--- config.mk ---
export PLATFORM = sky130hd
export DESIGN_NAME = mbet_ctrl
export DESIGN_NICKNAME = d
export VERILOG_FILES = /design/src/design/mbet_pkg.sv /design/src/design/mbet_ctrl.sv
export SDC_FILE = /design/constraint.sdc
export NUM_CORES = 1
export LEC_CHECK = 0
export ABC_AREA = 0
export BUFFER_PORTS_ARGS = -buffer_cell sky130_fd_sc_hd__buf_2
export CELL_PAD_IN_SITES_DETAIL_PLACEMENT = 0
export CELL_PAD_IN_SITES_GLOBAL_PLACEMENT = 1
export CORE_AREA = 2 2 39 41
export CTS_BUF_LIST = sky130_fd_sc_hd__clkbuf_4 sky130_fd_sc_hd__clkbuf_8 sky130_fd_sc_hd__clkbuf_16
export DETAILED_ROUTE_END_ITERATION = 8
export DIE_AREA = 0 0 41 43
export PLACE_DENSITY = 0.49
export RECOVER_POWER = 25
export SYNTH_ARGS = -nofsm -noshare
export SYNTH_HDL_FRONTEND = slang
export SYNTH_SLANG_ARGS = --single-unit
--- constraint.sdc ---
create_clock -name clk -period 1.1 [get_ports clk]
set_input_delay 0.11 -clock clk [delete_from_list [all_inputs] [get_ports clk]]
set_output_delay 0.11 -clock clk [all_outputs]
set_load 0.05 [all_outputs]
--- src/design/mbet_pkg.sv ---
package mbet_pkg;

  localparam int Q_W       = 32;
  localparam int FRAC_BITS = 28;
  localparam int COORD_W   = 12;
  localparam int COUNT_W   = 16;
  localparam int STEP_W    = 31;
  localparam int CFG_IDX_W = 3;
  localparam int CFG_DAT_W = 32;

  // Register indexes of the configuration port.
  localparam logic [CFG_IDX_W-1:0] CFG_MAX_ITERATIONS = 3'd0;
  localparam logic [CFG_IDX_W-1:0] CFG_X_START        = 3'd1;
  localparam logic [CFG_IDX_W-1:0] CFG_X_STEP         = 3'd2;
  localparam logic [CFG_IDX_W-1:0] CFG_Y_START        = 3'd3;
  localparam logic [CFG_IDX_W-1:0] CFG_Y_STEP         = 3'd4;

  localparam logic [COUNT_W-1:0]   MAX_ITER_RST = 16'd256;
  localparam logic signed [Q_W-1:0] START_RST   = -32'sd536870912;
  localparam logic [STEP_W-1:0]    STEP_RST     = 31'd262144;

  // 4.0 in Q8.56.
  localparam logic [63:0] ESCAPE_LIMIT = 64'h0400_0000_0000_0000;

  localparam logic signed [63:0] Q_MAX = 64'sh0000_0000_7FFF_FFFF;
  localparam logic signed [63:0] Q_MIN = -64'sh0000_0000_8000_0000;

  typedef struct packed {
    logic load;
    logic c_add;
    logic z_mul;
    logic z_step;
    logic emit;
  } mbet_cmd_t;

  typedef struct packed {
    logic stop;
  } mbet_sts_t;

  function automatic logic signed [Q_W-1:0] sat32(input logic signed [63:0] v);
    logic signed [Q_W-1:0] r;
    if (v > Q_MAX) begin
      r = Q_MAX[Q_W-1:0];
    end else if (v < Q_MIN) begin
      r = Q_MIN[Q_W-1:0];
    end else begin
      r = v[Q_W-1:0];
    end
    return r;
  endfunction

endpackage

--- src/design/mbet_ctrl.sv ---
module mbet_ctrl (
  input  logic               clk,
  input  logic               rst_n,
  input  logic               in_valid,
  output logic               in_ready,
  output logic               out_valid,
  input  logic               out_ready,
  output mbet_pkg::mbet_cmd_t cmd,
  input  mbet_pkg::mbet_sts_t sts
);
  import mbet_pkg::*;

  localparam logic [2:0] S_IDLE = 3'd0;
  localparam logic [2:0] S_CADD = 3'd1;
  localparam logic [2:0] S_ZMUL = 3'd2;
  localparam logic [2:0] S_TEST = 3'd3;
  localparam logic [2:0] S_DONE = 3'd4;

  logic [2:0] state_r, state_nxt;
  logic       out_valid_r, out_valid_nxt;

  always_comb begin
    state_nxt     = state_r;
    out_valid_nxt = out_valid_r && !out_ready;
    cmd           = '0;
    in_ready      = 1'b0;
    case (state_r)
      S_IDLE: begin
        in_ready = 1'b1;
        if (in_valid) begin
          cmd.load  = 1'b1;
          state_nxt = S_CADD;
        end
      end
      S_CADD: begin
        cmd.c_add = 1'b1;
        state_nxt = S_ZMUL;
      end
      S_ZMUL: begin
        cmd.z_mul = 1'b1;
        state_nxt = S_TEST;
      end
      S_TEST: begin
        if (sts.stop) begin
          state_nxt = S_DONE;
        end else begin
          cmd.z_step = 1'b1;
          state_nxt  = S_ZMUL;
        end
      end
      S_DONE: begin
        // The output register frees up in the same cycle its word is taken.
        if (!out_valid_r || out_ready) begin
          cmd.emit      = 1'b1;
          out_valid_nxt = 1'b1;
          state_nxt     = S_IDLE;
        end
      end
      default: begin
        state_nxt = S_IDLE;
      end
    endcase
  end

  always_ff @(posedge clk) begin
    if (!rst_n) begin
      state_r     <= S_IDLE;
      out_valid_r <= 1'b0;
    end else begin
      state_r     <= state_nxt;
      out_valid_r <= out_valid_nxt;
    end
  end

  assign out_valid = out_valid_r;

  a_busy_after_accept: assert property (@(posedge clk) disable iff (!rst_n)
    (in_valid && in_ready) |=> !in_ready)
    else $error("input accepted again right after a word was taken");

  a_emit_sets_valid: assert property (@(posedge clk) disable iff (!rst_n)
    cmd.emit |=> out_valid_r)
    else $error("result emitted but output not valid");

  a_done_waits: assert property (@(posedge clk) disable iff (!rst_n)
    (state_r == S_DONE && out_valid_r && !out_ready) |=> state_r == S_DONE)
    else $error("finished result dropped while output stalled");

endmodule

==> results.md <==
- Combinational family with the most area after synthesis: simple AND/OR/NAND/NOR gates
- Syn Area/Cell: 9.612 um2
- Internal power: 389.5 uW
- Synth Instances: 22
- # setup viols final: 6
- Critical Path Fanout Max: 2
- Violated checks: setup timing
- F_max: approximately 740 MHz
- Hold Path Class: in -> reg
- Die Y: approximately 43 um
- Minimum clock period: 1.349 ns
- Sequential share of power: 0.281
- First-pass GRT wire length: roughly 940 um
- Proportion of synthesized area in mux cells: 0
- Drt drc: 0
- CP Launch Point: state_r[2]$_SDFFE_PN0P_
- Fin nets: 47
- Setup TNS: -0.8837 ns
- Routed via count: 229
- Worst-case clock buffer depth: 2
- Rel. slew slack: 0.8242
- CP required: 0.99 ns
- Static Leakage: about 0.00020 uW
- Initial antenna violation count: 0
- Post-CTS Setup Bufs: 0
- FP Rows: 14
- Tot GR Track Use: 0.08534
- PwrDens: 1276 mW/mm2
- Crit Path Class: reg -> out
- Routed len/inst: 10.75 um
- Layout area overhead: 107.1%
- CTS tree: yes
- Via density: about 4
- Cell area after synthesis: 211.5 um2
- Startpoint types: flop
- Worst reg2reg path startpoint: state_r[2]$_SDFFE_PN0P_
- VDD IR max: 0.0004253 V
- Post-layout instance area: ~440 um2
- Register area share after synthesis: 0.3787
- Most common cell after layout, fill and taps aside: buf_6
- Largest net degree at the start of global routing: 9
- CTS HTree Levels: 1
- RSZ-0062 raised after global routing: yes
- Area fraction in compound gates after synthesis: 0.1243
- NetSw: ~170 uW
- Most frequent cells in the layout: 6 x buf_6, 5 x buf_2, 4 x clkbuf_4, 3 x dfxtp_2
- Fin. max-slew vios: 0
- Clock root cell: clkbuf_4
- HPWL Detailed: 480.7 um
- Net Sw Frac: 0.3030
- DP Area: 355.3 um2
- Routed WL: 613 um
- Initial Util: 0.1528
- Crit. End Element: output port
- Drt first pass iters: 1
- Core ar.: 0.001384 mm2
- Diodes inserted: 0
- Placed insts: 53
- TritonCTS Buffers: 3
- Worst-margin pin slew: 0.2613 ns
- Yosys warnings: 0
- Combinational share of power: 0.321
- Hold Fails Final Rpt: 0
- Gr ovfl total: 0
- Final WS setup: -0.2488 ns
- Adder-cell share of the synthesized area: 0
- FF+latch count, synth: 4
- DIE WIDTH: 41 um
- Net Count, Synth: 27
- Die area: 0.001763 mm2
- Worst-path clk slew: 0.04 ns
- Final period util: 1.226
- I/O Buffers: 11
- Post-DRT Antenna Nets: 0
- Simple-gate share of the synthesized area: 0.4793
- Hold Crit Start: rst_n
- Status: complete, but fails checks
- Clk sink count: 4
- Hold_buf cts: 0
- XOR/XNOR Fraction of Synth Area: 0
- WP data arrival: approximately 1.2 ns
- Ports: 12
- Unique masters post-synth: 17
- GP Congestion: 0.7143
- Initial drt markers: 0
- Clock share of power: 0.398
- Final clock skew: around 0.0063 ns
- Total of max-cap violations: 0
- Worst-Skew Late Latency: around 0.24 ns
- Final Non-Filler Cells: 57
- Number of global-route vias before repair: 231
- Share of layout cells above drive strength 1: 0.7805
## area by class of cell
type	instances	area [um2]
multi-input combinational	17	158.9
tap	16	20.02
inverter	1	3.754
clock buffer	4	30.03
fill	152	945.9
sequential	4	87.58
timing repair buffer	15	137.6
## cells in the mapped netlist
library cell,n,area (um2)
and2_1,1,6.260
nand4b_1,1,8.760
a21oi_2,1,8.760
or2b_1,1,7.510
or3b_4,1,11.26
o22ai_2,1,12.51
dfxtp_1,4,80.08
and3_1,1,6.260
nor2b_1,1,6.260
nor3_1,2,10.01
nor2_1,1,3.750
o21ai_0,1,5.000
nor3b_1,2,15.01
nand3b_1,1,7.510
nor4_1,1,6.260
inv_1,1,3.750
and4bb_2,1,12.51
## worst paths after layout
check | endpoint | slack, ns | cells after the start
setup reg to reg | out_valid$_SDFF_PN0_ | 0.04 | 3
hold reg to reg | state_r[2]$_SDFFE_PN0P_ | 0.51 | 2
setup / recovery | cmd[0] | -0.25 | 3
hold / removal | state_r[0]$_SDFFE_PN0P_ | 0.16 | 3
## routing by layer
metal / track usage / part of all wire / up-vias
li1: - / - / 120
met1: 0.09968 / 0.44 / 99
met2: 0.1094 / 0.46 / 8
met3: 0.02094 / 0.083 / 2
met4: 0.1000 / 0.016 / 0
met5: 0 / 0 / -
## stage by stage
| step | total power [uW] | worst slack [ns] | hold slack (ns) | util |
|---|---|---|---|---|
| detailed placement | 306.9 | -0.08010 | 0.3979 | 0.2568 |
| global route | 591.1 | -0.2896 | 0.1675 | 0.3165 |
| floorplan | 265.3 | -0.2002 | 0.2435 | - |
| finish | 558.8 | -0.2488 | 0.1627 | 0.3165 |
| global placement | 305.6 | -0.07423 | 0.3978 | 0.2568 |
| CTS | 569.2 | -0.2563 | 0.1561 | 0.3137 |
## timing repair
action / 4_1_cts / 5_1_grt
gates resized for setup: 15 / 1
endpoints found under the setup margin: 6 / 6
pin swaps: 2 / 0
## cells by family (layout without fill, tap and decap cells)
| group | after synthesis | after routing |
|---|---|---|
| flops | 4 | 4 |
| simple gates | 14 | 14 |
| compound gates | 3 | 3 |
| buf+inv | 1 | 20 |
## flip-flops by register name, summed over array words and instances (netlist names)
register   cells
state_r        3
out_valid      1
## critical path, stage by stage, from the launching register on
cell and delay (ns):
dfxtp_4 0.34, or3b_4 0.39, nor2b_4 0.13, buf_8 0.15
## power groups by stage
stage	logic [uW]	registers [uW]	clock network (uW)
4_1_cts	181	157	231
3_5_place_dp	149	158	0
3_3_place_gp	148	158	0
6_report	180	157	222
2_1_floorplan	94.9	170	0
5_1_grt	190	158	243
Note: power is estimated with default switching activity, not from simulation.
